## src/hdl/fpve_pkg.sv

```systemverilog
package fpve_pkg;

	// Longest key in bytes, the '=' separator included.
	localparam int KEY_MAX = 16;
	localparam int KEY_LEN_W = 5;

	// Field separator of a record.
	localparam logic [7:0] COMMA_BYTE = 8'h2C;

	// Result queue geometry.
	localparam int QUEUE_DEPTH = 4;
	localparam int QPTR_W = $clog2(QUEUE_DEPTH);
	localparam int QCNT_W = $clog2(QUEUE_DEPTH + 1);

	// Register indexes on the configuration port.
	localparam logic [1:0] REG_KEY_LOW = 2'd0;
	localparam logic [1:0] REG_KEY_HIGH = 2'd1;
	localparam logic [1:0] REG_KEY_LENGTH = 2'd2;

	typedef enum logic [1:0] {
		KIND_BYTE = 2'd0,
		KIND_DONE = 2'd1,
		KIND_MISSING = 2'd2
	} kind_t;

	typedef struct packed {
		kind_t kind;
		logic [7:0] value;
		logic last;
	} result_t;

	// Results that one input byte produces, in order.
	typedef struct packed {
		logic [1:0] count;
		result_t first;
		result_t second;
	} step_res_t;

endpackage

```

## src/hdl/field_prefix_value_extractor.sv

```systemverilog
// Record field lookup: takes one record byte per cycle while the result queue has room and
// returns the value of the first comma-separated field that starts with the programmed key
// (up to 16 bytes, '=' included), one value byte per word, then a value-complete word, or a
// not-found word when the record ends without a match. The sustained rate is one byte per
// clock while the queue has room; a byte is registered on entry, then any words it yields
// (at most two) are written together into a four-entry result queue and offered in order.
// The input keeps flowing while the output stalls until more than two words are waiting.
// Program the key registers (byte addresses 0, 8 and 16) only while the block is idle.
module field_prefix_value_extractor (
	input logic clk,
	input logic arst_n,
	// Configuration port
	input logic psel,
	input logic penable,
	input logic pwrite,
	input logic [4:0] paddr,
	input logic [63:0] pwdata,
	output logic [63:0] prdata,
	output logic pready,
	// Record bytes
	input logic item_valid,
	output logic item_ready,
	input logic [7:0] data_byte,
	input logic record_end,
	// Results
	output logic result_valid,
	input logic result_ready,
	output logic [1:0] result_kind,
	output logic [7:0] value_byte,
	output logic last
);

	logic [63:0] key_low_q;
	logic [63:0] key_high_q;
	logic [fpve_pkg::KEY_LEN_W-1:0] key_length_q;
	logic valid_s1;
	logic [7:0] data_byte_s1;
	logic record_end_s1;
	logic advance;
	logic room;
	fpve_pkg::step_res_t step_res;
	fpve_pkg::result_t head;

	assign pready = 1'b1;

	// Register writes.
	always_ff @(posedge clk or negedge arst_n) begin
		if (!arst_n) begin
			key_low_q <= '0;
			key_high_q <= '0;
			key_length_q <= fpve_pkg::KEY_LEN_W'(1);
		end else if (psel && penable && pwrite) begin
			unique case (paddr[4:3])
				fpve_pkg::REG_KEY_LOW: key_low_q <= pwdata;
				fpve_pkg::REG_KEY_HIGH: key_high_q <= pwdata;
				fpve_pkg::REG_KEY_LENGTH: key_length_q <= pwdata[fpve_pkg::KEY_LEN_W-1:0];
				default: begin
				end
			endcase
		end
	end

	// Register reads.
	always_comb begin
		unique case (paddr[4:3])
			fpve_pkg::REG_KEY_LOW: prdata = key_low_q;
			fpve_pkg::REG_KEY_HIGH: prdata = key_high_q;
			fpve_pkg::REG_KEY_LENGTH: prdata = 64'(key_length_q);
			default: prdata = '0;
		endcase
	end

	// Input register: a byte moves on when the queue can take its words.
	assign advance = valid_s1 && room;
	assign item_ready = !valid_s1 || room;

	always_ff @(posedge clk or negedge arst_n) begin
		if (!arst_n) begin
			valid_s1 <= 1'b0;
		end else if (item_ready) begin
			valid_s1 <= item_valid;
		end
	end

	always_ff @(posedge clk) begin
		if (item_ready && item_valid) begin
			data_byte_s1 <= data_byte;
			record_end_s1 <= record_end;
		end
	end

	fpve_core u_core (
		.clk(clk),
		.arst_n(arst_n),
		.advance(advance),
		.data_byte(data_byte_s1),
		.record_end(record_end_s1),
		.key_low(key_low_q),
		.key_high(key_high_q),
		.key_length(key_length_q),
		.res(step_res)
	);

	fpve_res_queue u_queue (
		.clk(clk),
		.arst_n(arst_n),
		.push(advance),
		.push_res(step_res),
		.room(room),
		.head_valid(result_valid),
		.head_ready(result_ready),
		.head(head)
	);

	assign result_kind = head.kind;
	assign value_byte = head.value;
	assign last = head.last;

endmodule

```

## src/hdl/fpve_core.sv

```systemverilog
module fpve_core (
	input logic clk,
	input logic arst_n,
	input logic advance,
	input logic [7:0] data_byte,
	input logic record_end,
	input logic [63:0] key_low,
	input logic [63:0] key_high,
	input logic [fpve_pkg::KEY_LEN_W-1:0] key_length,
	output fpve_pkg::step_res_t res
);

	typedef enum logic [1:0] {
		PH_MATCH = 2'd0,
		PH_SKIP = 2'd1,
		PH_VALUE = 2'd2,
		PH_DONE = 2'd3
	} phase_t;

	phase_t phase_q;
	phase_t phase_eff;
	phase_t phase_n;
	logic [fpve_pkg::KEY_LEN_W-1:0] kpos_q;
	logic [fpve_pkg::KEY_LEN_W-1:0] kpos_n;
	logic [fpve_pkg::KEY_LEN_W-1:0] kpos_inc;
	logic [fpve_pkg::KEY_LEN_W-1:0] len;
	logic [127:0] key_all;
	logic [7:0] key_byte;
	logic is_comma;
	fpve_pkg::result_t body_res;
	fpve_pkg::result_t end_res;
	logic body_hit;
	logic end_hit;

	// Active key length, saturated to the longest key.
	assign len = (key_length > fpve_pkg::KEY_LEN_W'(fpve_pkg::KEY_MAX)) ?
		fpve_pkg::KEY_LEN_W'(fpve_pkg::KEY_MAX) : key_length;

	// Key byte expected at the current match position.
	assign key_all = {key_high, key_low};
	assign key_byte = key_all[{kpos_q[3:0], 3'b000} +: 8];
	assign is_comma = (data_byte == fpve_pkg::COMMA_BYTE);
	assign kpos_inc = kpos_q + fpve_pkg::KEY_LEN_W'(1);

	// Next state and the results of one byte.
	always_comb begin
		phase_eff = phase_q;
		if (phase_q == PH_MATCH && kpos_q >= len) begin
			phase_eff = PH_VALUE;
		end
		phase_n = phase_eff;
		kpos_n = kpos_q;
		body_hit = 1'b0;
		body_res = '{kind: fpve_pkg::KIND_BYTE, value: 8'd0, last: 1'b0};
		end_hit = 1'b0;
		end_res = '{kind: fpve_pkg::KIND_DONE, value: 8'd0, last: 1'b1};

		unique case (phase_eff)
			PH_MATCH: begin
				if (is_comma) begin
					kpos_n = '0;
				end else if (data_byte == key_byte) begin
					kpos_n = kpos_inc;
					if (kpos_inc >= len) begin
						phase_n = PH_VALUE;
					end
				end else begin
					phase_n = PH_SKIP;
				end
			end
			PH_SKIP: begin
				if (is_comma) begin
					phase_n = PH_MATCH;
					kpos_n = '0;
				end
			end
			PH_VALUE: begin
				body_hit = 1'b1;
				if (is_comma) begin
					body_res = '{kind: fpve_pkg::KIND_DONE, value: 8'd0, last: 1'b1};
					phase_n = PH_DONE;
				end else begin
					body_res = '{kind: fpve_pkg::KIND_BYTE, value: data_byte, last: 1'b0};
				end
			end
			PH_DONE: begin
			end
			default: begin
			end
		endcase

		// The end of the record closes the value or reports a miss.
		if (record_end) begin
			if (phase_n == PH_VALUE) begin
				end_hit = 1'b1;
			end else if (phase_n == PH_MATCH || phase_n == PH_SKIP) begin
				end_hit = 1'b1;
				end_res.kind = fpve_pkg::KIND_MISSING;
			end
			phase_n = PH_MATCH;
			kpos_n = '0;
		end

		res.count = {1'b0, body_hit} + {1'b0, end_hit};
		res.first = body_hit ? body_res : end_res;
		res.second = end_res;
	end

	// Parser state advances once per byte taken from the input register.
	always_ff @(posedge clk or negedge arst_n) begin
		if (!arst_n) begin
			phase_q <= PH_MATCH;
			kpos_q <= '0;
		end else if (advance) begin
			phase_q <= phase_n;
			kpos_q <= kpos_n;
		end
	end

	a_kpos_bound: assert property (@(posedge clk) disable iff (!arst_n)
		kpos_q <= fpve_pkg::KEY_LEN_W'(fpve_pkg::KEY_MAX))
		else $error("key position beyond the longest key");

	a_pair_order: assert property (@(posedge clk) disable iff (!arst_n)
		res.count == 2'd2 |-> (res.first.kind == fpve_pkg::KIND_BYTE &&
			res.second.kind == fpve_pkg::KIND_DONE))
		else $error("two results must be a value byte then value complete");

	a_record_reset: assert property (@(posedge clk) disable iff (!arst_n)
		advance && record_end |=> phase_q == PH_MATCH && kpos_q == '0)
		else $error("state not back at field start after a record");

endmodule

```

## src/hdl/fpve_res_queue.sv

```systemverilog
module fpve_res_queue (
	input logic clk,
	input logic arst_n,
	input logic push,
	input fpve_pkg::step_res_t push_res,
	output logic room,
	output logic head_valid,
	input logic head_ready,
	output fpve_pkg::result_t head
);

	fpve_pkg::result_t mem_q [fpve_pkg::QUEUE_DEPTH];
	logic [fpve_pkg::QPTR_W-1:0] wr_ptr_q;
	logic [fpve_pkg::QPTR_W-1:0] rd_ptr_q;
	logic [fpve_pkg::QCNT_W-1:0] count_q;
	logic [1:0] push_cnt;
	logic pop;

	assign push_cnt = push ? push_res.count : 2'd0;
	assign head_valid = (count_q != '0);
	assign head = mem_q[rd_ptr_q];
	assign pop = head_valid && head_ready;
	// Space for the two words one byte can produce.
	assign room = (count_q <= fpve_pkg::QCNT_W'(fpve_pkg::QUEUE_DEPTH - 2));

	// Pointers and fill count.
	always_ff @(posedge clk or negedge arst_n) begin
		if (!arst_n) begin
			wr_ptr_q <= '0;
			rd_ptr_q <= '0;
			count_q <= '0;
		end else begin
			wr_ptr_q <= wr_ptr_q + fpve_pkg::QPTR_W'(push_cnt);
			rd_ptr_q <= rd_ptr_q + fpve_pkg::QPTR_W'(pop);
			count_q <= count_q + fpve_pkg::QCNT_W'(push_cnt) - fpve_pkg::QCNT_W'(pop);
		end
	end

	// Word storage.
	always_ff @(posedge clk) begin
		if (push_cnt != 2'd0) begin
			mem_q[wr_ptr_q] <= push_res.first;
		end
		if (push_cnt == 2'd2) begin
			mem_q[wr_ptr_q + fpve_pkg::QPTR_W'(1)] <= push_res.second;
		end
	end

	a_no_overflow: assert property (@(posedge clk) disable iff (!arst_n)
		push |-> room)
		else $error("result queue pushed without room");

	a_count_bound: assert property (@(posedge clk) disable iff (!arst_n)
		count_q <= fpve_pkg::QCNT_W'(fpve_pkg::QUEUE_DEPTH))
		else $error("result queue count out of range");

	a_head_stable: assert property (@(posedge clk) disable iff (!arst_n)
		head_valid && !head_ready |=> head_valid && $stable(head))
		else $error("waiting result word changed before it was taken");

endmodule
```

## config.mk

```make
export PLATFORM = sky130hd
export DESIGN_NAME = field_prefix_value_extractor
export DESIGN_NICKNAME = d
export VERILOG_FILES = /design/src/hdl/fpve_pkg.sv /design/src/hdl/field_prefix_value_extractor.sv /design/src/hdl/fpve_core.sv /design/src/hdl/fpve_res_queue.sv
export SDC_FILE = /design/constraint.sdc
export NUM_CORES = 1
export LEC_CHECK = 0
export BUFFER_PORTS_ARGS = -buffer_cell sky130_fd_sc_hd__buf_2
export CAP_MARGIN = 30
export CORE_MARGIN = 2
export CORE_UTILIZATION = 45
export CTS_BUF_LIST = sky130_fd_sc_hd__clkbuf_8
export CTS_CLUSTER_DIAMETER = 120
export DETAILED_ROUTE_END_ITERATION = 10
export PLACE_DENSITY_LB_ADDON = 0.15
export SYNTH_ARGS = -nofsm -noshare
export SYNTH_HDL_FRONTEND = slang
export SYNTH_SLANG_ARGS = --single-unit
```

## constraint.sdc

```tcl
create_clock -name clk -period 5.9 [get_ports clk]
set_input_delay 0.59 -clock clk [delete_from_list [all_inputs] [get_ports clk]]
set_output_delay 0.59 -clock clk [all_outputs]
set_load 0.02 [all_outputs]
```

=== Word level (Yosys, flattened, before mapping) ===
Memories as Yosys holds them, arrays and structs flattened.
Index checks and enable logic that the tools add are counted.

* Add/subtract/negate cells: 7
* Magnitude comparators: 4
* Equality and inequality tests: 11
* Shifts and indexed selects: 1
* Mux-type cells: 30
* Reductions and logical operators: 20

{| class="wikitable"
|+ Operator list
! operator !! number
|-
| case mux 64 bit (3 select lines) || 1
|-
| indexed part select 128 x 8 -> 8 bit || 1
|-
| two-way mux 5 bit || 5
|-
| two-way mux 11 bit || 2
|-
| two-way mux 2 bit || 11
|-
| greater-or-equal comparator 5 bit || 2
|-
| two-way mux 10 bit || 1
|-
| case mux 5 bit (2 select lines) || 1
|-
| equality test 2 bit (second input constant) || 4
|-
| equality test 8 x 6 -> 1 bit (second input constant) || 1
|-
| equality test 8 bit || 1
|-
| logical NOT 2 bit || 4
|-
| two-way mux 1 bit || 8
|-
| equality test 2 x 1 -> 1 bit (second input constant) || 3
|-
| logical AND 1 bit || 6
|-
| case mux 2 bit (3 select lines) || 1
|-
| AND reduction 2 bit || 3
|-
| nonzero test 3 bit || 2
|-
| adder 5 x 1 -> 5 bit (second input constant) || 1
|-
| > comparator 5 bit (second input constant) || 1
|-
| inequality test 4 x 2 -> 1 bit (second input constant) || 1
|-
| AND reduction 4 bit || 1
|-
| adder 3 x 2 -> 3 bit || 1
|-
| <= comparator 3 x 2 -> 1 bit (second input constant) || 1
|-
| 9 further kinds || 10
|}

* Register bits: 157
* RAM bits: 44
* Input port bits: 85
* Logic and storage cells: 85
* Memories: 1

{| class="wikitable"
|+ Memory list
! memory !! depth !! bits a word !! read ports !! clocked after Yosys merged registers in !! write ports !! line !! source
|-
| u_queue.mem_q || 4 || 11 || 1 || 0 || 2 || fpve_res_queue.sv:12 || <nowiki>fpve_pkg::result_t mem_q [fpve_pkg::QUEUE_DEPTH];</nowiki>
|}

=== Logic depth before layout (Yosys ltp) ===
Gate-level depths: netlist of run 1.

* Word-level depth: 19
* Depth in mapped cells: 21
* Mapped depth without buffers: 18

=== Hierarchy ===
Synthesis of run 1 repeated with hierarchy kept, for this count alone.

* Cells, all modules: 810
* Area total of the unflattened synthesis: 11240.8 sq um

{| class="wikitable"
|+ By module, submodules not included
! module !! instances !! cells each !! area an instance (sq um) !! sequential area each (sq um)
|-
| field_prefix_value_extractor || 1 || 448 || 6566.3 || 3624.7
|-
| fpve_res_queue || 1 || 153 || 2595.0 || 1496.4
|-
| fpve_core || 1 || 209 || 2079.5 || 175.2
|}

=== Least setup slack after synthesis of run 1 ===
No wires, ideal clock.

* Path type: flip-flop to flip-flop
* From: reg u_core.kpos_q[0] (netlist name)
* To: mem u_queue.mem_q[2][10] (netlist name), data pin
* Setup time: 0.255 ns
* Arrival: 4.242 ns
* Data required time: 5.645 ns
* Path slack: 1.404 ns
* Stages on the path, launching flop included: 21
* Buffers on the path: 4
* Cells stage by stage: dfrtp_1 buf_6 buf_8 buf_2 inv_1 ha_1 nand2b_1 a21o_1 a21oi_1 o21ai_0 o22ai_1 or2_2 o21a_1 ha_1 o21ai_0 nor2_1 and2_1 clkbuf_1 a21oi_1 inv_1 and2_1

{| class="wikitable"
|+ RTL lines
! item !! line !! source
|-
| start: declaration || fpve_core.sv:23 || <nowiki>logic [fpve_pkg::KEY_LEN_W-1:0] kpos_q;</nowiki>
|-
| start signal: assignment || fpve_core.sv:116 || <nowiki>kpos_q <= kpos_n;</nowiki>
|-
| end: declaration || fpve_res_queue.sv:12 ||
|}

==> results of run 1 <==
## stage by stage
step / hold slack, ns / cells / total power [mW] / util (%)
CTS: 0.165 / 1281 / 4.98 / 53.3
detailed placement: 0.452 / 1217 / 3.66 / 50.1
global placement: 0.442 / 1217 / 3.63 / 50.1
global route: 0.193 / 1281 / 5.24 / 53.3
floorplan: 0.294 / 814 / 3.18 / -
finish: 0.130 / 1283 / 4.92 / 53.4
## flip-flops by register name, indices dropped and copies added (netlist names), 3 cells and up
name / count
u_core.kpos_q: 5
key_high_q: 64
u_queue.mem_q: 44
data_byte_s1: 8
key_low_q: 64
u_queue.count_q: 3
key_length_q: 5
## power groups by stage
| stage | Combinational [mW] | Sequential (mW) | Clock, mW |
|---|---|---|---|
| finish | 1.49 | 2.13 | 1.30 |
| global route | 1.64 | 2.19 | 1.40 |
| CTS | 1.51 | 2.13 | 1.34 |
| detailed placement | 1.51 | 2.15 | 0 |
| global placement | 1.48 | 2.14 | 0 |
| floorplan | 1.19 | 1.99 | 0 |
## cell usage in the layout (no fill, tap or decap), types with 17 or more instances in the layout
cell,netlist,final
sky130_fd_sc_hd__inv_1,16,28
sky130_fd_sc_hd__nand2_1,31,30
sky130_fd_sc_hd__a22o_1,23,23
sky130_fd_sc_hd__clkbuf_8,0,44
sky130_fd_sc_hd__mux4_2,33,33
sky130_fd_sc_hd__nor2_1,80,80
sky130_fd_sc_hd__buf_2,4,156
sky130_fd_sc_hd__mux2_2,134,134
sky130_fd_sc_hd__dfrtp_1,147,146
sky130_fd_sc_hd__mux2i_1,83,83
sky130_fd_sc_hd__edfxtp_1,17,17
sky130_fd_sc_hd__dfxtp_1,36,36
sky130_fd_sc_hd__ha_1,17,17
## worst max-delay path: stages (launching register included)
cell and delay (ns):
sky130_fd_sc_hd__dfrtp_1 0.73, sky130_fd_sc_hd__ha_1 0.37, sky130_fd_sc_hd__ha_1 0.27, sky130_fd_sc_hd__a21boi_0 0.12, sky130_fd_sc_hd__o21a_1 0.18, sky130_fd_sc_hd__o21a_1 0.16
sky130_fd_sc_hd__o21ai_0 0.15, sky130_fd_sc_hd__a21oi_1 0.10, sky130_fd_sc_hd__o21ai_0 0.38, sky130_fd_sc_hd__o21a_1 0.19, sky130_fd_sc_hd__ha_1 0.28, sky130_fd_sc_hd__o21ai_0 0.57
sky130_fd_sc_hd__nor2_1 0.11, sky130_fd_sc_hd__and2_1 0.26, sky130_fd_sc_hd__a21oi_1 0.14, sky130_fd_sc_hd__buf_4 0.18, sky130_fd_sc_hd__inv_1 0.10, sky130_fd_sc_hd__and2_1 0.16
## cells by family (layout without fill, tap and decap cells)
| group | after synthesis | after routing | synth area share [%] |
|---|---|---|---|
| AOI/OAI and AO/OA | 89 | 89 | 6.55 |
| xor gates and xnor gates | 16 | 16 | 1.37 |
| adders and majority gates | 18 | 18 | 2.27 |
| buffers and inverters | 67 | 249 | 2.79 |
| DFF | 201 | 201 | 48.1 |
| muxes | 255 | 255 | 31.3 |
| other | 1 | 3 | 0.0365 |
| and+or+nand+nor | 167 | 167 | 7.59 |
## final timing paths
check / to
max reg2reg: u_queue.mem_q[2][10]
min reg2reg: u_queue.mem_q[3][4]
max: u_queue.mem_q[2][10]
max in group asynchronous: u_queue.wr_ptr_q[0]
min: key_high_q[16]
min in group clk: data_byte_s1[7]
## metal layers
metal | up-vias | global-route usage [%] | wire [um]
li1 | 3311 | - | -
met4 | 2 | 6.00 | 459
met3 | 39 | 4.35 | 1230
met2 | 164 | 35.6 | 12300
met5 | - | 0 | 13
met1 | 3491 | 27.5 | 10900
## layout make-up
type	instances	area [um2]	area share [%]
inverters	17	63.8	0.531
flip-flops and latches	201	4940	41.1
multi-input cells	546	5050	42.1
diodes	2	5.00	0.0417
well taps	285	357	2.97
clock inverters	20	115	0.959
repair buffers	168	875	7.28
clock buffers	44	606	5.04
==> results by group, run 1 <==
Run status
  – Run status: complete, no violations

Clock network
  – Resized Gates After CTS: 0
  – Num CTS Buffers: 35
  – Later-pin clock latency in the skew report: 0.53 ns
  – Maximum root-to-sink buffer count: 3
  – Root buffer cell: sky130_fd_sc_hd__clkbuf_8
  – Post-CTS setup buffer count: 0
  – H-tree Lvls: 2
  – Count of hold-fix buffers inserted at cts: 0
  – Sinks on Clock Net: 201
  – Clock slew at the register clock pins of the worst setup and hold paths: 0.07 ns
  – CTS tree: done

Layout
  – Fraction of final layout cells sized beyond drive strength 1: 39.9%
  – Number of nets at the end of the flow: 1072
  – Final-layout fill cell count: 2012
  – Area Growth Syn to Fin: 17.0%
  – Post-route standard cell area excluding fillers: 12000 um2

Pwr
  – Power per standard cell area: 410 nW/um2
  – Internal cell power: 3.25 mW
  – Power share of the sequential group: 43.2%
  – Switch Pwr: 1.68 mW
  – Share of power burned in combinational logic: 30.3%
  – Sw Ratio: 34.1%
  – LEAKAGE: 5.49 nW
  – Clock share of power: 26.5%
  – Worst IR Drop VDD: 0.201 mV

Timing
  – Setup TNS: 0 ns
  – Crit path time final: 4.70 ns
  – Setup repair after global routing missed its margin: no
  – Fraction of the cycle the final worst path needs: 79.6%
  – Final worst-path setup slack: 1.20 ns
  – Setup violators final: 0
  – Headroom to the max-slew limit: 38.5%
  – Peak Freq: 213 MHz
  – Final number of max-transition violations: 0
  – Worst clock skew: 0.0251 ns
  – Slew of the pin with the lowest slew margin: 0.923 ns
  – Final hold violations: 0

Setup path
  – Category of the worst setup path launch point: register
  – Critical setup path kind: reg2reg
  – Crit. Startpoint: u_core.kpos_q[1]
  – Max Fanout on Critical Path: 15
  – Critical path arrival: 4.97 ns
  – Worst R2R Start: u_core.kpos_q[1]
  – Depth of the most critical reg-to-reg path: 17
  – Required time of the critical path: 6.17 ns
  – Crit path capture type: register
  – Setup slack, reg-to-reg: 1.20 ns

Routing
  – Remaining number of nets flagged by the antenna check after routing: 0
  – Number of search-and-repair iterations in the first detailed-routing pass: 4
  – Detailed router's first-iteration violation count: 366
  – Average routed wire per standard cell: 19.4 um
  – DRT Wirelength: 24.9 mm
  – Total vias in the final route: 7007
  – # DRC: 0
  – Via density per instance: 5.46

Die
  – Die W: 155 um
  – Area of the die: 24000 um2
  – Y dimension of the die: 155 um
  – Effective utilization at floorplan: 45.6%
  – Rows: 55
  – IO Pins: 163
  – Placeable core area: 22500 um2

GRT
  – Antenna violations before repair: 3
  – Largest net degree at the start of global routing: 94
  – Wire length of the first global-routing pass: 39.6 mm
  – Number of global-route vias before repair: 7115
  – Congestion Overflow GR: 0
  – Tot GR Track Use: 21.0%

Logic synthesis
  – Largest area contributor in the synthesized netlist: sky130_fd_sc_hd__dfrtp_1
  – Fraction of registers with async set/reset: 73.6%
  – Instance count of the mapped netlist: 814
  – Yosys reg bits: 201
  – Cell Area, Synth: 10300 um2
  – Most instantiated flip-flop cell in the synthesis netlist: sky130_fd_sc_hd__dfrtp_1
  – Yosys warns: 0
  – Largest cells by area after synthesis: sky130_fd_sc_hd__dfrtp_1 36%, sky130_fd_sc_hd__mux2_2 15%, sky130_fd_sc_hd__mux2i_1 8.1%
  – Total nets after synthesis: 917
  – Seq/Total Area, Yosys: 48.1%
  – Cell with the most instances after synthesis: sky130_fd_sc_hd__dfrtp_1
  – Share of Yosys cell area claimed by the top area cell type: 35.8%
  – Average footprint of a synthesized cell: 12.6 um2
  – Most numerous cell types in the synthesized netlist: 147 x sky130_fd_sc_hd__dfrtp_1, 134 x sky130_fd_sc_hd__mux2_2, 83 x sky130_fd_sc_hd__mux2i_1
  – Cell variety after synth: 54
  – Number of flops mapped to enable cells by yosys: 17

Flow run
  – Maximum Capacitance Violations: 0

Place
  – Minimum setup slack after placement: 1.30 ns
  – Area after DPL: 11300 um2
  – DP HPWL: 17.2 mm
  – Buffers added on ports: 158
  – Last weighted congestion value of the routability-driven placer: 0.808

Worst hold path
  – Path category of the worst min-delay check: in2async
Power figures use the tool's default switching activity.
==> inputs of run 2 (changes only) <==
ABC_AREA = 1   (was default)
clock period = 4.93 ns   (was 5.9 ns; I/O delays follow)
==> run 2 against run 1 <==
Effect of this change:
- critical path depth grew 4
- sequential share of layout area hardly changed
- power is 32% higher
- utilization fell by 0.12 points
- critical endpoint is now u_queue.mem_q[0][0]
==> results by group, run 2 <==
Run status
  – Run status: complete, no violations

Timing
  – Peak Freq: 241 MHz
  – Fraction of the cycle the final worst path needs: 84.2%
  – Setup TNS: 0 ns
  – Setup repair after global routing missed its margin: no
  – Worst clock skew: 0.0288 ns
  – Headroom to the max-slew limit: 39.8%
  – Setup violators final: 0
  – Final number of max-transition violations: 0
  – Final hold violations: 0
  – Crit path time final: 4.15 ns
  – Slew of the pin with the lowest slew margin: 0.901 ns

Clock network
  – Resized Gates After CTS: 0
  – H-tree Lvls: 2
  – Num CTS Buffers: 37
  – Maximum root-to-sink buffer count: 3
  – Later-pin clock latency in the skew report: 0.53 ns
  – Root buffer cell: sky130_fd_sc_hd__clkbuf_8
  – Post-CTS setup buffer count: 0
  – Clock slew at the register clock pins of the worst setup and hold paths: 0.06 ns
  – CTS tree: done
  – Sinks on Clock Net: 201

Setup path
  – Required time of the critical path: 5.33 ns
  – Category of the worst setup path launch point: register
  – Critical setup path kind: reg2reg
  – Critical path buffers and inverters: 4
  – Crit path capture type: register
  – Ordered list of cells on the worst path: inv_2 > buf_12 > ha_1 > o21ai_0 > a21boi_0 > o21ai_0 > nand2_1 > nand2_1 > nand2_1 > nor3_1 > nand2_2 > o21ai_0 > o21ai_1 > ha_1 > inv_1 > nor2_1 > nor2_1 > nor3_1 > clkinv_1 > nand2_1 > nand2_1
  – Delay-heaviest family, CP: simple AND/OR/NAND/NOR gates
  – Critical path arrival: 4.55 ns
  – Critical Path Most Common Cell: sky130_fd_sc_hd__nand2_1
  – Max Fanout on Critical Path: 33
  – Cell with the largest stage delay on the worst path: sky130_fd_sc_hd__clkinv_1
  – Stage delay of the slowest cell on the critical path: 0.45 ns

Logic synthesis
  – Largest area contributor in the synthesized netlist: sky130_fd_sc_hd__dfrtp_1
  – Total nets after synthesis: 1449
  – Yosys warns: 0
  – Largest cells by area after synthesis: sky130_fd_sc_hd__dfrtp_1 36%, sky130_fd_sc_hd__nand2_1 14%, sky130_fd_sc_hd__o21ai_0 9.3%
  – Average footprint of a synthesized cell: 7.67 um2
  – Fraction of registers with async set/reset: 73.6%
  – Cell Area, Synth: 10300 um2
  – Yosys reg bits: 201
  – Most numerous cell types in the synthesized netlist: 384 x sky130_fd_sc_hd__nand2_1, 192 x sky130_fd_sc_hd__o21ai_0, 179 x sky130_fd_sc_hd__inv_1
  – Share of Yosys cell area claimed by the top area cell type: 35.6%
  – Cell with the most instances after synthesis: sky130_fd_sc_hd__nand2_1
  – Most instantiated flip-flop cell in the synthesis netlist: sky130_fd_sc_hd__dfrtp_1
  – Cell variety after synth: 42
  – Seq/Total Area, Yosys: 47.8%
  – Number of flops mapped to enable cells by yosys: 17
  – Instance count of the mapped netlist: 1346

Layout
  – Number of nets at the end of the flow: 1588
  – Post-route standard cell area excluding fillers: 12000 um2
  – Number of antenna repair diodes: 0
  – Fraction of final layout cells sized beyond drive strength 1: 16.1%
  – Biggest regs: key_high_q: 64 flops, key_low_q: 64 flops, u_queue.mem_q: 44 flops
  – Commonest cells after routing, fill and taps aside: 382 x sky130_fd_sc_hd__nand2_1, 192 x sky130_fd_sc_hd__inv_1, 192 x sky130_fd_sc_hd__o21ai_0, 157 x sky130_fd_sc_hd__buf_2, 146 x sky130_fd_sc_hd__dfrtp_1
  – Area Growth Syn to Fin: 16.4%
  – Most common cell after layout, fill and taps aside: sky130_fd_sc_hd__nand2_1

Routing
  – DRT Wirelength: 29.5 mm
  – Average routed wire per standard cell: 16.4 um
  – Remaining number of nets flagged by the antenna check after routing: 0
  – Via density per instance: 5.25
  – Number of search-and-repair iterations in the first detailed-routing pass: 5
  – # DRC: 0
  – Detailed router's first-iteration violation count: 733
  – Total vias in the final route: 9429

Place
  – Last weighted congestion value of the routability-driven placer: 0.850
  – DP HPWL: 20.2 mm
  – Buffers added on ports: 158
  – Area after DPL: 11300 um2

GRT
  – Wire length of the first global-routing pass: 47.1 mm
  – Congestion Overflow GR: 0
  – Antenna violations before repair: 0
  – Number of global-route vias before repair: 8978
  – Tot GR Track Use: 24.5%
  – Largest net degree at the start of global routing: 98

Pwr
  – LEAKAGE: 6.20 nW
  – Worst IR Drop VDD: 0.256 mV
  – Share of power burned in combinational logic: 38.7%
  – Switch Pwr: 2.70 mW
  – Clock share of power: 24.0%
  – Sw Ratio: 41.6%
  – Power per standard cell area: 540 nW/um2
  – Internal cell power: 3.79 mW
  – Tot Pwr: 6.49 mW
  – Power share of the sequential group: 37.3%

Worst hold path
  – Path category of the worst min-delay check: in2reg

Die
  – Die W: 155 um
  – IO Pins: 163
  – Y dimension of the die: 155 um
  – Placeable core area: 22600 um2
  – Area of the die: 24200 um2
  – Effective utilization at floorplan: 45.7%
  – Rows: 55

Flow run
  – Maximum Capacitance Violations: 0
run 2: cell count changes in the layout (fill, tap and decap cells not counted), sizes merged, moves of 8 or more:
cell    change
o211ai     +16
o22ai      +37
o21ai     +178
a32o       -12
nor2       -14
a22o       +12
nor2b       -8
mux2i      -83
inv       +171
and2        -8
mux4       -38
mux2      -134
nand2     +355
nand3      +62
run 2: layout make-up:
cell class,instances,area [um2]
multi-input cells,886,4380
clock inverters,23,125
well taps,285,357
flip-flops and latches,201,4940
fillers,2279,10600
repair buffers,171,922
inverters,188,706
clock buffers,43,592
run 2: cells by family (layout without fill, tap and decap cells):
kind of cell / Yosys count / in the layout / share of synthesized area [%]
fa+ha+maj: 18 / 18 / 2.25
xor+xnor: 8 / 8 / 0.679
flops: 201 / 201 / 47.8
other cells: 1 / 1 / 0.0363
simple gates: 552 / 552 / 21.9
buf+inv: 259 / 425 / 10.0
compound gates: 307 / 307 / 17.2
run 2: what timing repair did:
item                       in CTS  in global routing
hold endpoints to repair       43                  0
setup endpoints to repair       0                  0
hold buffers                    1                  0
run 2: final timing paths:
path                                           from                  end  slack [ns]  cells after the start
worst max-delay path               u_core.kpos_q[0]  u_queue.mem_q[0][0]        0.78                     21
worst min-delay path                   data_byte[1]      data_byte_s1[1]        0.14                      1
min in group asynchronous                    arst_n        key_low_q[29]        0.50                      2
worst max register to register     u_core.kpos_q[0]  u_queue.mem_q[0][0]        0.78                     21
worst min register to register  u_queue.mem_q[2][8]  u_queue.mem_q[2][8]        0.45                      2
max in group asynchronous                    arst_n     u_core.kpos_q[0]        3.31                      3
run 2: power by group through the flow:
stage	Clock (mW)	Sequential, mW	Combinational, mW
5_1_grt	1.67	2.48	2.85
3_3_place_gp	0	2.43	2.48
6_report	1.56	2.43	2.51
3_5_place_dp	0	2.45	2.51
2_1_floorplan	0	2.32	1.85
4_1_cts	1.59	2.42	2.53
run 2: layer usage:
metal | vias up | GRT usage, % | wire (um)
met5 | - | 0 | 0
met4 | 0 | 7.56 | 707
met3 | 48 | 4.07 | 1830
met2 | 315 | 38.9 | 13600
met1 | 4401 | 34.5 | 13400
li1 | 4665 | - | -
run 2: metrics by stage:
stage	hold slack, ns	util, %	setup WS, ns	cells
2_1_floorplan	0.197	-	1.37	1346
3_3_place_gp	0.433	50.0	0.873	1730
3_5_place_dp	0.439	50.0	0.815	1730
4_1_cts	0.117	53.2	0.799	1797
5_1_grt	0.120	53.2	0.310	1797
6_report	0.145	53.2	0.777	1797
==> inputs of run 3 (changes only) <==
clock period = 3.4 ns   (was 4.93 ns; I/O delays follow)
==> run 3 against run 2 <==
Effect of this change:
- power grew 61%
- sequential share of layout area fell by 3.3 points
- flip-flop and latch count is the same
- critical path type unchanged
- critical endpoint is now u_queue.mem_q[0][9]
- highest routed layer unchanged
==> results by group, run 3 (synthesis results as in run 2) <==
GRT
  – Grt peak-use layer: met2
  – Tot GR Track Use: 24.7%
  – Largest net degree at the start of global routing: 129
  – Global-route track usage on met2: 39.2%
  – Wire length of the first global-routing pass: 47.5 mm
  – Antenna violations before repair: 0
  – Global routing usage on met3: 4.18%
  – Routing usage on met1: 35.0%
  – Number of global-route vias before repair: 9011
  – Congestion Overflow GR: 0

Routing
  – # DRC: 0
  – Total vias in the final route: 9600
  – Remaining number of nets flagged by the antenna check after routing: 0
  – DRT Wirelength: 30.4 mm
  – Via density per instance: 5.15
  – Detailed router's first-iteration violation count: 749
  – Average routed wire per standard cell: 16.3 um
  – Number of search-and-repair iterations in the first detailed-routing pass: 5

Layout
  – Final core utilization: 57.9%
  – Most common cell after layout, fill and taps aside: sky130_fd_sc_hd__nand2_1
  – Number of antenna repair diodes: 0
  – Biggest regs: key_high_q: 64 flops, key_low_q: 64 flops, u_queue.mem_q: 44 flops
  – Final-layout fill cell count: 2121
  – Final cell count without fillers: 1864
  – Area Growth Syn to Fin: 26.6%
  – Post-route standard cell area excluding fillers: 13100 um2
  – Fraction of final layout cells sized beyond drive strength 1: 22.7%
  – Number of nets at the end of the flow: 1658
  – Commonest cells after routing, fill and taps aside: 375 x sky130_fd_sc_hd__nand2_1, 184 x sky130_fd_sc_hd__inv_1, 183 x sky130_fd_sc_hd__o21ai_0, 157 x sky130_fd_sc_hd__buf_2, 145 x sky130_fd_sc_hd__dfrtp_1

Die
  – Y dimension of the die: 155 um
  – Rows: 55
  – Die W: 155 um
  – Effective utilization at floorplan: 45.7%
  – Placeable core area: 22600 um2
  – IO Pins: 163
  – Area of the die: 24200 um2

Timing
  – Fraction of the cycle the final worst path needs: 99.5%
  – Crit path time final: 3.38 ns
  – Slew of the pin with the lowest slew margin: 0.876 ns
  – Setup violators final: 0
  – Final number of max-transition violations: 0
  – Setup TNS: 0 ns
  – Headroom to the max-slew limit: 41.5%
  – Final worst-path setup slack: 0.0175 ns
  – Peak Freq: 296 MHz
  – Worst clock skew: 0.0185 ns
  – Final hold violations: 0
  – Setup repair after global routing missed its margin: yes

Worst hold path
  – Depth of the worst hold-timing path: 3
  – Hold path startpoint: item_valid
  – Sink of the worst hold path: valid_s1
  – Path category of the worst min-delay check: in2reg

Clock network
  – Num CTS Buffers: 37
  – Maximum root-to-sink buffer count: 3
  – Root buffer cell: sky130_fd_sc_hd__clkbuf_8
  – CTS tree: done
  – Sinks on Clock Net: 201
  – H-tree Lvls: 2
  – Later-pin clock latency in the skew report: 0.53 ns
  – Clock slew at the register clock pins of the worst setup and hold paths: 0.06 ns

Setup path
  – Worst flop-to-flop path endpoint: u_queue.mem_q[0][9]
  – Critical path arrival: 3.62 ns
  – Setup slack, reg-to-reg: 0.02 ns
  – Depth of the most critical reg-to-reg path: 23
  – Worst R2R Start: u_core.kpos_q[0]
  – Critical setup path kind: reg2reg
  – Crit path capture type: register
  – Required time of the critical path: 3.64 ns
  – Max Fanout on Critical Path: 12
  – Category of the worst setup path launch point: register

Pwr
  – Power per standard cell area: 800 nW/um2
  – Sw Ratio: 41.1%
  – Power share of the sequential group: 33.7%
  – Share of power burned in combinational logic: 45.0%
  – Internal cell power: 6.16 mW
  – Worst IR Drop VDD: 0.334 mV
  – LEAKAGE: 6.66 nW
  – Clock share of power: 21.4%
  – Switch Pwr: 4.30 mW

Flow run
  – Maximum Capacitance Violations: 0

Place
  – Buffers added on ports: 158
  – Area after DPL: 11700 um2
  – DP HPWL: 20.6 mm
  – Minimum setup slack after placement: -0.106 ns
  – Last weighted congestion value of the routability-driven placer: 0.845
  – Placed Cells incl. Taps: 1771

Run status
  – Run status: complete, no violations
[run 3: how the worst max path moves through the flow]
| stage | slack, ns | from | depth (start not counted) | to |
|---|---|---|---|---|
| after floorplan | 0.01 | u_core.kpos_q[0] | 22 | u_queue.count_q[2] |
| after global placement | -0.03 | key_length_q[0] | 20 | u_queue.mem_q[0][10] |
| after detailed placement | -0.11 | key_length_q[0] | 23 | u_queue.mem_q[3][9] |
| after CTS | -0.02 | u_core.kpos_q[0] | 23 | u_queue.mem_q[3][10] |
| after global routing | -0.21 | u_core.kpos_q[0] | 22 | u_queue.mem_q[1][9] |
| final | 0.02 | u_core.kpos_q[0] | 23 | u_queue.mem_q[0][9] |
[run 3: critical path: stages (launching register included)]
cell and delay, ns:
sky130_fd_sc_hd__dfrtp_2 0.47, sky130_fd_sc_hd__buf_6 0.16, sky130_fd_sc_hd__clkbuf_16 0.16, sky130_fd_sc_hd__nand2_1 0.05
sky130_fd_sc_hd__nand3_1 0.13, sky130_fd_sc_hd__nand3_1 0.19, sky130_fd_sc_hd__nand2_1 0.14, sky130_fd_sc_hd__nand2_1 0.06
sky130_fd_sc_hd__nand2_1 0.05, sky130_fd_sc_hd__nand2_1 0.04, sky130_fd_sc_hd__inv_1 0.04, sky130_fd_sc_hd__nand2_1 0.04
sky130_fd_sc_hd__nor2_1 0.08, sky130_fd_sc_hd__nand2_1 0.08, sky130_fd_sc_hd__nand2_2 0.10, sky130_fd_sc_hd__nand3_4 0.08
sky130_fd_sc_hd__nand2_4 0.09, sky130_fd_sc_hd__o21ai_4 0.07, sky130_fd_sc_hd__ha_4 0.28, sky130_fd_sc_hd__inv_2 0.04
sky130_fd_sc_hd__nor2_4 0.10, sky130_fd_sc_hd__nor2_4 0.08, sky130_fd_sc_hd__nor3_4 0.32, sky130_fd_sc_hd__or2_4 0.24
[run 3: per-stage QoR]
step	hold slack [ns]	power (mW)
5_1_grt	0.0426	11.2
6_report	0.0383	10.5
4_1_cts	0.00586	10.2
3_5_place_dp	0.396	7.50
3_3_place_gp	0.395	7.44
2_1_floorplan	0.0444	6.09
[run 3: layout make-up]
type                    count  area (um2)  share of cell area (%)
well taps                 285         357                    2.73
repair inverters            1        5.00                  0.0383
clock inverters            16        67.6                   0.517
repair buffers            239        1640                    12.6
clock buffers              47         647                    4.95
multi-input cells         887        4680                    35.8
inverters                 188         728                    5.57
flip-flops and latches    201        4940                    37.8
[run 3: timing repair]
item,in CTS,in global routing
hold buffers,10,0
setup endpoints to repair,51,56
pin swaps,13,35
buffers inserted,15,3
resized for setup,42,56
endpoints found under the hold margin,73,0
gates cloned,2,3
[run 3: power by group through the flow]
stage               combinational (mW)  sequential [mW]  clock [mW]
global placement                  3.94             3.50           0
global route                      5.21             3.59        2.39
detailed placement                3.98             3.52           0
floorplan                         2.72             3.37           0
CTS                               4.38             3.50        2.28
finish                            4.70             3.52        2.24
[run 3: metal layers]
metal / vias up / routed length, um
met3: 43 / 1880
met1: 4470 / 13800
met4: 0 / 650
met2: 298 / 14100
met5: - / 0
li1: 4789 / -
